**src/rsmmm_pkg.sv**
```systemverilog
package rsmmm_pkg;

	typedef enum logic [2:0] {
		ST_CLEAR,
		ST_LOAD,
		ST_DRAIN,
		ST_WALK,
		ST_FLUSH,
		ST_DIV,
		ST_OUT
	} state_t;

	// controller to datapath
	typedef struct packed {
		logic sweep;     // read and zero histogram entry at the sweep index
		logic scan;      // the sweep read feeds the median and mode search
		logic init;      // start a new search and a new division
		logic div_step;  // one quotient bit
		logic out_load;  // capture the result into the output register
	} cmd_t;

	// datapath to controller
	typedef struct packed {
		logic gi_last;   // sweep index sits on the top grade
		logic div_last;  // final quotient bit in this step
	} sts_t;

	localparam logic signed [4:0] NEG_ONE  = -5'sd1;
	localparam int unsigned       SIZE_MAX = 127;

endpackage

```
**src/rsmmm_ram.sv**
```systemverilog
module rsmmm_ram #(
	parameter int WIDTH = 8,
	parameter int DEPTH = 16
) (
	input  logic                     clk,
	input  logic                     we,
	input  logic [$clog2(DEPTH)-1:0] waddr,
	input  logic [WIDTH-1:0]         wdata,
	input  logic [$clog2(DEPTH)-1:0] raddr,
	output logic [WIDTH-1:0]         rdata
);

	logic [WIDTH-1:0] mem_q [DEPTH];
	logic [WIDTH-1:0] rdata_q;

	always_ff @(posedge clk) begin
		if (we) begin
			mem_q[waddr] <= wdata;
		end
		rdata_q <= mem_q[raddr];
	end

	assign rdata = rdata_q;

endmodule

```
**src/rsmmm_ctrl.sv**
```systemverilog
module rsmmm_ctrl
	import rsmmm_pkg::*;
(
	input  logic clk,
	input  logic arst_n,
	input  logic in_accept,
	input  logic last,
	input  logic out_stall,
	input  sts_t sts,
	output cmd_t cmd,
	output logic in_stall,
	output logic out_valid
);

	state_t state_q, state_d;
	logic   out_valid_q;

	always_comb begin
		state_d = state_q;
		unique case (state_q)
			ST_CLEAR: if (sts.gi_last) begin
				state_d = ST_LOAD;
			end
			ST_LOAD: if (in_accept && last) begin
				state_d = ST_DRAIN;
			end
			ST_DRAIN: state_d = ST_WALK;
			ST_WALK: if (sts.gi_last) begin
				state_d = ST_FLUSH;
			end
			ST_FLUSH: state_d = ST_DIV;
			ST_DIV: if (sts.div_last) begin
				state_d = ST_OUT;
			end
			ST_OUT: if (!out_valid_q || !out_stall) begin
				state_d = ST_LOAD;
			end
			default: state_d = ST_CLEAR;
		endcase
	end

	always_comb begin
		cmd      = '0;
		in_stall = 1'b1;
		unique case (state_q)
			ST_CLEAR: cmd.sweep = 1'b1;
			ST_LOAD:  in_stall = 1'b0;
			ST_DRAIN: cmd.init = 1'b1;
			ST_WALK: begin
				cmd.sweep = 1'b1;
				cmd.scan  = 1'b1;
			end
			ST_FLUSH: cmd = '0;
			ST_DIV:   cmd.div_step = 1'b1;
			ST_OUT:   cmd.out_load = !out_valid_q || !out_stall;
			default:  cmd = '0;
		endcase
	end

	always_ff @(posedge clk or negedge arst_n) begin
		if (!arst_n) begin
			state_q     <= ST_CLEAR;
			out_valid_q <= 1'b0;
		end else begin
			state_q <= state_d;
			if (cmd.out_load) begin
				out_valid_q <= 1'b1;
			end else if (!out_stall) begin
				out_valid_q <= 1'b0;
			end
		end
	end

	assign out_valid = out_valid_q;

endmodule

```
**src/rsmmm_dp.sv**
```systemverilog
module rsmmm_dp
	import rsmmm_pkg::*;
#(
	parameter int NUM_GRADES = 11,
	parameter int MAX_ITEMS  = 64
) (
	input  logic              clk,
	input  logic              arst_n,
	input  cmd_t              cmd,
	output sts_t              sts,
	input  logic              in_accept,
	input  logic [3:0]        rating,
	output logic signed [4:0] mean_value,
	output logic signed [4:0] median_value,
	output logic [3:0]        mode_value,
	output logic [6:0]        set_size,
	output logic              overflow
);

	localparam int GW  = $clog2(NUM_GRADES);
	localparam int CW  = $clog2(MAX_ITEMS + 1);
	localparam int SW  = CW + GW;
	localparam int DCW = $clog2(SW);
	localparam logic [GW-1:0]  G_LAST = GW'(NUM_GRADES - 1);
	localparam logic [CW-1:0]  C_MAX  = CW'(MAX_ITEMS);
	localparam logic [DCW-1:0] D_TOP  = DCW'(SW - 1);

	// set accumulators
	logic [CW-1:0] count_q;
	logic [SW-1:0] sum_q;
	logic          ovf_q;

	logic          in_range;
	logic          take;
	logic [GW-1:0] grade;

	assign in_range = 32'(rating) < NUM_GRADES;
	assign grade    = GW'(rating);
	assign take     = in_accept && in_range && (count_q != C_MAX);

	always_ff @(posedge clk or negedge arst_n) begin
		if (!arst_n) begin
			count_q <= '0;
			sum_q   <= '0;
			ovf_q   <= 1'b0;
		end else if (cmd.out_load) begin
			count_q <= '0;
			sum_q   <= '0;
			ovf_q   <= 1'b0;
		end else if (take) begin
			count_q <= count_q + CW'(1);
			sum_q   <= sum_q + SW'(rating);
		end else if (in_accept && in_range) begin
			ovf_q <= 1'b1;
		end
	end

	// histogram: read on accept, increment in the following cycle
	logic          valid_s1;
	logic [GW-1:0] addr_s1;
	logic          wr_v_q;
	logic [GW-1:0] wr_addr_q;
	logic [CW-1:0] wr_data_q;
	logic [GW-1:0] gi_q;
	logic [CW-1:0] rdata;
	logic [CW-1:0] cnt_old;
	logic [CW-1:0] cnt_inc;
	logic          ram_we;
	logic [GW-1:0] ram_waddr;
	logic [GW-1:0] ram_raddr;
	logic [CW-1:0] ram_wdata;

	// the write of the previous cycle is not yet in the read data
	assign cnt_old   = (wr_v_q && (wr_addr_q == addr_s1)) ? wr_data_q : rdata;
	assign cnt_inc   = cnt_old + CW'(1);
	assign ram_we    = valid_s1 || cmd.sweep;
	assign ram_waddr = cmd.sweep ? gi_q : addr_s1;
	assign ram_wdata = cmd.sweep ? '0 : cnt_inc;
	assign ram_raddr = cmd.sweep ? gi_q : grade;

	rsmmm_ram #(
		.WIDTH (CW),
		.DEPTH (NUM_GRADES)
	) u_hist (
		.clk   (clk),
		.we    (ram_we),
		.waddr (ram_waddr),
		.wdata (ram_wdata),
		.raddr (ram_raddr),
		.rdata (rdata)
	);

	always_ff @(posedge clk or negedge arst_n) begin
		if (!arst_n) begin
			valid_s1 <= 1'b0;
			wr_v_q   <= 1'b0;
			gi_q     <= '0;
		end else begin
			valid_s1 <= take;
			wr_v_q   <= valid_s1;
			if (cmd.sweep) begin
				gi_q <= (gi_q == G_LAST) ? '0 : gi_q + GW'(1);
			end
		end
	end

	always_ff @(posedge clk) begin
		addr_s1   <= grade;
		wr_addr_q <= addr_s1;
		wr_data_q <= cnt_inc;
	end

	assign sts.gi_last = (gi_q == G_LAST);

	// histogram walk: median positions and mode
	logic          scan_s1;
	logic [GW-1:0] wgrade_s1;
	logic [CW-1:0] acc_q;
	logic [CW-1:0] acc_nxt;
	logic [CW-1:0] pos_hi;
	logic [CW-1:0] pos_lo;
	logic          lo_found_q;
	logic          hi_found_q;
	logic [GW-1:0] lo_q;
	logic [GW-1:0] hi_q;
	logic [CW-1:0] best_q;
	logic [GW-1:0] mode_q;
	logic [GW:0]   med_sum;
	logic [GW-1:0] median_raw;

	assign acc_nxt = acc_q + rdata;
	assign pos_hi  = count_q >> 1;
	assign pos_lo  = pos_hi - CW'(1);

	always_ff @(posedge clk or negedge arst_n) begin
		if (!arst_n) begin
			scan_s1    <= 1'b0;
			acc_q      <= '0;
			lo_found_q <= 1'b0;
			hi_found_q <= 1'b0;
			best_q     <= '0;
			mode_q     <= '0;
		end else begin
			scan_s1 <= cmd.scan;
			if (cmd.init) begin
				acc_q      <= '0;
				lo_found_q <= 1'b0;
				hi_found_q <= 1'b0;
				best_q     <= '0;
				mode_q     <= '0;
			end else if (scan_s1) begin
				acc_q <= acc_nxt;
				if (!lo_found_q && (pos_lo < acc_nxt)) begin
					lo_found_q <= 1'b1;
				end
				if (!hi_found_q && (pos_hi < acc_nxt)) begin
					hi_found_q <= 1'b1;
				end
				// grade zero never wins, ties keep the smaller grade
				if ((wgrade_s1 != '0) && (rdata > best_q)) begin
					best_q <= rdata;
					mode_q <= wgrade_s1;
				end
			end
		end
	end

	always_ff @(posedge clk) begin
		wgrade_s1 <= gi_q;
		if (scan_s1 && !lo_found_q && (pos_lo < acc_nxt)) begin
			lo_q <= wgrade_s1;
		end
		if (scan_s1 && !hi_found_q && (pos_hi < acc_nxt)) begin
			hi_q <= wgrade_s1;
		end
	end

	assign med_sum    = {1'b0, lo_q} + {1'b0, hi_q};
	assign median_raw = count_q[0] ? hi_q : med_sum[GW:1];

	// restoring divider for the mean, one quotient bit per step
	logic [CW-1:0]  rem_q;
	logic [SW-1:0]  quo_q;
	logic [DCW-1:0] dcnt_q;
	logic [CW:0]    trial;
	logic [CW:0]    diff;
	logic           ge;

	assign trial = {rem_q, quo_q[SW-1]};
	assign diff  = trial - {1'b0, count_q};
	assign ge    = trial >= {1'b0, count_q};

	always_ff @(posedge clk or negedge arst_n) begin
		if (!arst_n) begin
			dcnt_q <= '0;
		end else if (cmd.init) begin
			dcnt_q <= D_TOP;
		end else if (cmd.div_step) begin
			dcnt_q <= dcnt_q - DCW'(1);
		end
	end

	always_ff @(posedge clk) begin
		if (cmd.init) begin
			rem_q <= '0;
			quo_q <= sum_q;
		end else if (cmd.div_step) begin
			rem_q <= ge ? diff[CW-1:0] : trial[CW-1:0];
			quo_q <= {quo_q[SW-2:0], ge};
		end
	end

	assign sts.div_last = (dcnt_q == '0);

	// output register
	logic signed [4:0] mean_q;
	logic signed [4:0] median_q;
	logic [3:0]        mode_out_q;
	logic [6:0]        size_q;
	logic              ovf_out_q;

	always_ff @(posedge clk) begin
		if (cmd.out_load) begin
			mean_q     <= (count_q == '0) ? NEG_ONE : $signed(5'(quo_q));
			median_q   <= (count_q == '0) ? NEG_ONE : $signed(5'(median_raw));
			mode_out_q <= 4'(mode_q);
			size_q     <= (32'(count_q) > SIZE_MAX) ? 7'(SIZE_MAX) : 7'(count_q);
			ovf_out_q  <= ovf_q;
		end
	end

	assign mean_value   = mean_q;
	assign median_value = median_q;
	assign mode_value   = mode_out_q;
	assign set_size     = size_q;
	assign overflow     = ovf_out_q;

endmodule

```
**src/rating_set_mean_median_mode.sv**
```systemverilog
// channel | handshake                      | word
// input   | in_valid / in_stall            | rating, last
// output  | out_valid / out_stall          | mean_value, median_value, mode_value,
//         |                                | set_size, overflow
//
// loading takes one rating per cycle while in_stall is low; the histogram
// read-modify-write is a two-stage path through the ram with a one-deep write bypass
// a word with last set closes the set: drain, histogram walk, flush, divide and
// output load follow, the load waiting while an earlier result is still held,
// before loading resumes
// after reset a clearing pass zeroes every histogram entry, in_stall high
// the walk also zeroes each entry behind it, so the next set starts clean
// a result held by out_stall does not block loading of the next set
module rating_set_mean_median_mode
	import rsmmm_pkg::*;
#(
	parameter int NUM_GRADES = 11,
	parameter int MAX_ITEMS  = 64
) (
	input  logic              clk,
	input  logic              arst_n,
	input  logic              in_valid,
	output logic              in_stall,
	input  logic [3:0]        rating,
	input  logic              last,
	output logic              out_valid,
	input  logic              out_stall,
	output logic signed [4:0] mean_value,
	output logic signed [4:0] median_value,
	output logic [3:0]        mode_value,
	output logic [6:0]        set_size,
	output logic              overflow
);

	cmd_t cmd;
	sts_t sts;
	logic in_accept;

	// a word moves when valid is high and stall is low
	assign in_accept = in_valid && !in_stall;

	// sequencer: clear, load, walk, divide, hand off
	rsmmm_ctrl u_ctrl (
		.clk       (clk),
		.arst_n    (arst_n),
		.in_accept (in_accept),
		.last      (last),
		.out_stall (out_stall),
		.sts       (sts),
		.cmd       (cmd),
		.in_stall  (in_stall),
		.out_valid (out_valid)
	);

	// histogram ram, sum and count, median and mode search, mean divider
	rsmmm_dp #(
		.NUM_GRADES (NUM_GRADES),
		.MAX_ITEMS  (MAX_ITEMS)
	) u_dp (
		.clk          (clk),
		.arst_n       (arst_n),
		.cmd          (cmd),
		.sts          (sts),
		.in_accept    (in_accept),
		.rating       (rating),
		.mean_value   (mean_value),
		.median_value (median_value),
		.mode_value   (mode_value),
		.set_size     (set_size),
		.overflow     (overflow)
	);

endmodule

```
**config.mk**
```make
export PLATFORM = sky130hd
export DESIGN_NAME = rating_set_mean_median_mode
export DESIGN_NICKNAME = d
export VERILOG_FILES = /design/src/rsmmm_pkg.sv /design/src/rsmmm_ram.sv /design/src/rsmmm_ctrl.sv /design/src/rsmmm_dp.sv /design/src/rating_set_mean_median_mode.sv
export SDC_FILE = /design/constraint.sdc
export NUM_CORES = 1
export LEC_CHECK = 0
export BUFFER_PORTS_ARGS = -buffer_cell sky130_fd_sc_hd__buf_2
export CORE_MARGIN = 2
export CORE_UTILIZATION = 40
export DETAILED_ROUTE_END_ITERATION = 6
export MAX_ROUTING_LAYER = met4
export SLEW_MARGIN = 20
export SYNTH_ARGS = -nofsm -noshare
export SYNTH_HDL_FRONTEND = slang
export SYNTH_SLANG_ARGS = --single-unit
```
**constraint.sdc**
```tcl
create_clock -name clk -period 3.5 [get_ports clk]
set_input_delay 0.35 -clock clk [delete_from_list [all_inputs] [get_ports clk]]
set_output_delay 0.35 -clock clk [all_outputs]
set_load 0.01 [all_outputs]
```
==> Word level (Yosys, flattened, before mapping) <==
Memory sizes are Yosys's and may differ from the RTL's. A register that Yosys moved wholly into a read port is not among the register bits.
Cells that the tools add are included.
{ "classes": {"reduce_logical": 35, "order_cmp": 5, "add_sub_neg": 9, "eq_ne": 16, "muxes": 49} }
{ "ops": {"columns": ["op", "count"], "rows": [
  ["two-way mux 7 bit", 10],
  ["two-way mux 11 bit", 4],
  ["two-way mux 4 bit", 9],
  ["one-hot mux 3 bit (7 select lines)", 1],
  ["two-way mux 1 bit", 19],
  ["two-way mux 3 bit", 5],
  ["adder 7 x 1 -> 7 bit (second input constant)", 2],
  ["nonzero test 2 bit", 7],
  ["logical AND 1 bit", 12],
  ["adder 11 x 4 -> 11 bit", 1],
  ["== test 3 bit (second input constant)", 3],
  [">= comparator 8 x 7 -> 1 bit", 1],
  ["inequality test 2 bit (second input constant)", 4],
  ["AND reduction 2 bit", 4],
  ["adder 7 bit", 1],
  ["greater-than comparator 7 bit", 1],
  ["logical NOT 7 bit", 1],
  ["< comparator 6 x 7 -> 1 bit", 1],
  ["< comparator 7 bit", 1],
  ["inequality test 7 bit (second input constant)", 1],
  ["subtractor 6 x 1 -> 7 bit (second input constant)", 1],
  ["subtractor 7 bit", 1],
  ["== test 3 x 2 -> 1 bit (second input constant)", 2],
  ["inequality test 2 x 1 -> 1 bit (second input constant)", 3],
  ["other kinds (15)", 19]
]} }
{ "totals": {"elab_cells": 144, "memories": 1, "out_inout_bits": 24, "reg_bits": 121, "ram_bits": 77} }
{ "mem_list": {"columns": ["name", "words", "width", "rd", "rd_clocked_by_memory_dff", "write_ports", "line_no", "source"], "rows": [
  ["u_dp.u_hist.mem_q", 11, 7, 1, 1, 1, "rsmmm_ram.sv:13", "logic [WIDTH-1:0] mem_q [DEPTH];"]
]} }

==> Logic depth before layout (Yosys ltp) <==
{ "depth": {"ltp_word": 6, "mapped_depth": 13, "ltp_nobuf": 13} }

==> By module <==
A second synthesis with hierarchy kept.
{ "unflattened": {"hier_cells": 792, "hier_area_um2": 9720.6} }
{ "modules_own_cells": {"columns": ["module", "area_each_um2", "instances", "cells_per_inst"], "rows": [
  ["rsmmm_dp", 6162.2, 1, 577],
  ["rsmmm_ram", 3266.9, 1, 183],
  ["rsmmm_ctrl", 277.8, 1, 31],
  ["rating_set_mean_median_mode", 13.8, 1, 1]
]} }

==> Worst setup path before layout <==
Ideal clock, no wire load.
{ "synth_path": {"kind": "flip-flop to flip-flop", "from": "reg u_dp.u_hist.rdata_q[0] (netlist: u_dp.u_hist.rdata[0]), read port of u_dp.u_hist.mem_q", "to": "reg u_dp.lo_q[0] (enable)", "path_stages_with_launch": 12, "synth_period_minus_slack_ns": 2.771, "setup_slack_ns": 0.729, "arrival_time_ns": 2.515, "path_cell_list": "dfxtp_1 > ha_1 > inv_1 > fa_1 > xor2_1 > ha_1 > o21a_1 > a21oi_1 > maj3_1 > maj3_1 > o21ai_1 > nor2_1"} }
{ "synth_between": {"elab_chain_len": 3} }
{ "synth_lines": {"columns": ["item", "line_no", "source"], "rows": [
  ["from (decl)", "rsmmm_ram.sv:14", "logic [WIDTH-1:0] rdata_q;"],
  ["adder 7 bit", "rsmmm_dp.sv:131", "assign acc_nxt = acc_q + rdata;"],
  ["< comparator 7 bit", "rsmmm_dp.sv:170", "if (scan_s1 && !lo_found_q && (pos_lo < acc_nxt)) begin"],
  ["logical AND 1 bit", "rsmmm_dp.sv:170", null],
  ["to (signal assigned)", "rsmmm_dp.sv:171", "lo_q <= wgrade_s1;"],
  ["to (decl)", "rsmmm_dp.sv:124", "logic [GW-1:0] lo_q;"]
]} }
Every way passes these cells.
A chain may end at the register's enable or synchronous reset.

==> Worst setup path in the final report <==
{ "layout_path": {"from": "reg u_dp.u_hist.rdata_q[0] (netlist: u_dp.u_hist.rdata[0]), read port of u_dp.u_hist.mem_q", "to": "reg u_dp.lo_q[1] (enable)"} }
The elaborated chain is that of the path after synthesis.

==> qor.txt <==
DRC viols: 0
Initial DRC Count: 316
Initial Utilization: 41.1%
Reg-to-reg slack, setup: 0.47 ns
Std-Cell Rows: 55
XOR/XNOR Fraction of Synth Area: 3.65%
Minimum clock period: 3.03 ns
Worst Hold Class: in2reg
Io pins: 33
Total track usage: 16.2%
CP max stage delay: 0.40 ns
Hold path cells: 1
Worst Setup Start Kind: flip-flop
Syn avg cell area: 11.8 µm²
Async SR Flop Fraction: 26.3%
Buf+Inv Stages, Crit Path: 1
Count of cell types in the netlist: 57
Worst slew pin tran: 0.852 ns
Port bufs: 32
Worst Setup Path Type: reg2reg
Syn Inst Count: 791
Layout cell share with drive strength beyond 1: 11.7%
Post-synth EDFFs: 118
HP Start: rating[3]
Endpoints failing hold: 0
Finished Cell Area: 10800 µm²
Clk buf depth: 3
CORE AREA: 22800 µm²
Register bit count reported by yosys: 205
Largest family of logic cells by synthesized area: simple AND/OR/NAND/NOR gates
Worst hold path endpoint: u_dp.addr_s1[3]
Detailed Route WL: 18600 µm
Global-route wire length before repair: 30700 µm
Critical Path AT: 3.28 ns
Placed cell area: 9960 µm²
Slowest CP cell: dfxtp_1
FF-to-FF path depth: 11
Sequential area share after synthesis: 59.4%
Vias: 5889
Leakage: 4.30 nW
Worst slew margin: 42.9%
Crit share post-route: 86.7%
Final nets: 900
Max_cap viols: 0
Worst-path fanout max: 5
Pwr dens: 991 nW/µm²
GRT overflow: 0
TritonCTS clock tree: built
H-tree depth: 1
CTS resizes: 0
Max Freq: 330 MHz
Placer Congestion: 0.798
Top delay family on crit path: adder cells
Yosys Warn Count: 0
RSZ-0062 raised after global routing: false
Final setup vio count: 0
Finished Core Util: 47.2%
Post-Synth Simple-Gate Area: 12.1%
Critical Path End Type: flip-flop
Ant. Diodes: 0
Ys flop type: edfxtp_1
Die Span Y: 157 µm
Max Slew Vio Count: 0
Detail Route Antenna Nets: 0
Clock Skew: 0.0233 ns
RR Startpoint: u_dp.u_hist.rdata[0]
DP HPWL: 13100 µm
Setup TNS: 0 ns
Die area: 24600 µm²
TritonCTS Buffers: 24
Via/cell ratio: 5.01
Largest net degree at the start of global routing: 38
Synth Area in Adders: 6.63%
Worst-path clk slew: 0.05 ns
Die X: 157 µm
Worst-Skew Late Latency: 0.53 ns
Compound-Gate Fraction of Synth Area: 8.70%
CP required: 3.75 ns
Average routed wire per standard cell: 15.8 µm
Initial antenna violation count: 0
Outcome: finished, final reports clean
Post-Syn Area: 9360 µm²
Syn nets: 844
RR Endpoint: u_dp.lo_q[1]
Worst path cell trace: ha_1 > inv_1 > fa_1 > xor2_1 > ha_1 > o21a_1 > a21oi_1 > maj3_1 > maj3_1 > o21ai_1 > nor2_1
Clk sinks: 205
Post-synthesis mux area share: 6.32%
Max VDD drop: 0.000537 V
Vias in the first global route: 5798
Area Overhead vs Synth: 14.9%
CTS root buffer: clkbuf_16
Drt pass-1 iters: 4
## layer usage
metal / share of wire, % / up-vias / GRT usage [%]
met5: 0 / - / -
met4: 2.4 / 0 / 4.50
met3: 3.6 / 29 / 2.37
met2: 45 / 111 / 25.4
met1: 49 / 2810 / 22.2
li1: - / 2939 / -
## synth_stat cells, drive strengths merged (5+ instances only)
master | instances | area share [%]
a31oi | 7 | 0.47
xnor2 | 17 | 1.6
mux2i | 50 | 5.5
nand4 | 5 | 0.33
o21a | 5 | 0.40
xor2 | 22 | 2.1
a22oi | 8 | 0.64
clkbuf | 14 | 0.56
and2 | 12 | 0.80
buf | 11 | 0.76
nor2 | 69 | 2.8
and3 | 6 | 0.40
a32oi | 7 | 0.66
a21o | 5 | 0.40
inv | 47 | 1.9
or3 | 5 | 0.33
dfrtp | 54 | 14
nand3 | 21 | 1.1
a21oi | 25 | 1.4
a211oi | 11 | 0.88
nor3 | 9 | 0.48
nand2 | 86 | 3.5
ha | 40 | 5.3
a31o | 7 | 0.66
nor2b | 10 | 0.67
o21ai | 35 | 1.9
edfxtp | 118 | 38
nand2b | 14 | 0.94
dfxtp | 33 | 7.1
## state kept, by name (all words and copies together), names as in the netlist, 7 cells and up
name and flops:
u_dp.acc_q 7, u_dp.best_q 7, u_dp.count_q 7, u_dp.quo_q 11, u_dp.rem_q 7, u_dp.set_size 7
u_dp.sum_q 11, u_dp.u_hist.mem_q 77, u_dp.u_hist.rdata 7, u_dp.wr_data_q 7
## kinds of logic (layout without fill, tap and decap cells)
group	count (synthesis)	count (layout)
AND/OR/NAND/NOR	246	246
flip-flops	205	205
AO/OA/AOI/OAI	126	126
buffers and inverters	72	144
multiplexers	55	55
adder cells (fa/ha/maj)	48	48
XOR/XNOR	39	39
## final cells by class
type / count / area [µm²]
multi-input combinational: 514 / 3510
fill: 2067 / 12000
tap: 313 / 392
timing repair buffer: 55 / 335
clock inverter: 10 / 120
clock buffer: 32 / 662
inverter: 47 / 176
sequential: 205 / 5560
## through the flow
step / power, mW / cells / setup WS, ns / hold slack, ns
2_1_floorplan: 7.13 / 791 / 0.729 / 0.0544
3_3_place_gp: 8.25 / 1133 / 0.568 / 0.368
3_5_place_dp: 8.31 / 1133 / 0.490 / 0.367
4_1_cts: 10.8 / 1176 / 0.470 / 0.00364
5_1_grt: 11.5 / 1176 / 0.202 / 0.00141
6_report: 10.7 / 1176 / 0.467 / 0.0153
## where the power goes
group	total [mW]	internal [mW]	switching, mW	leakage [nW]
combinational	4.21	1.69	2.52	1.86
sequential	4.02	3.56	0.455	2.06
clock	2.43	1.48	0.948	0.379
total	10.7	6.73	3.92	4.30
## layout by cell type, fill, tap and decap left out, drive strengths merged, types with 7 or more instances in the layout
| master | Yosys | routed |
|---|---|---|
| o21ai | 35 | 35 |
| a31o | 7 | 7 |
| nor2b | 10 | 10 |
| nor3 | 9 | 9 |
| nand2b | 14 | 14 |
| mux2i | 50 | 50 |
| nand3 | 21 | 21 |
| a21oi | 25 | 25 |
| dfxtp | 33 | 33 |
| and2 | 12 | 12 |
| inv | 47 | 47 |
| clkinv | 0 | 7 |
| a22oi | 8 | 8 |
| dfrtp | 54 | 54 |
| edfxtp | 118 | 118 |
| a211oi | 11 | 11 |
| xnor2 | 17 | 17 |
| buf | 11 | 54 |
| nor2 | 69 | 69 |
| clkbuf | 14 | 32 |
| a32oi | 7 | 7 |
| a31oi | 7 | 7 |
| xor2 | 22 | 22 |
| ha | 40 | 40 |
| nand2 | 86 | 86 |
## repair_timing
item / CTS / global route
hold buffers: 1 / 0
buffers inserted: 0 / 0
endpoints found under the hold margin: 21 / 0
## how the worst max path moves through the flow
stage,start,endpoint,slack (ns),cells after the start
after detailed placement,u_dp.u_hist.rdata[0],u_dp.hi_q[2],0.49,11
final,u_dp.u_hist.rdata[0],u_dp.lo_q[1],0.47,11
after floorplan,u_dp.u_hist.rdata[0],u_dp.lo_q[0],0.73,11
after global routing,u_dp.u_hist.rdata[0],u_dp.hi_q[2],0.20,11
after CTS,u_dp.u_hist.rdata[0],u_dp.hi_q[1],0.47,11
after global placement,u_dp.u_hist.rdata[0],u_dp.hi_q[0],0.57,11
(Power assumes the default switching activity.)
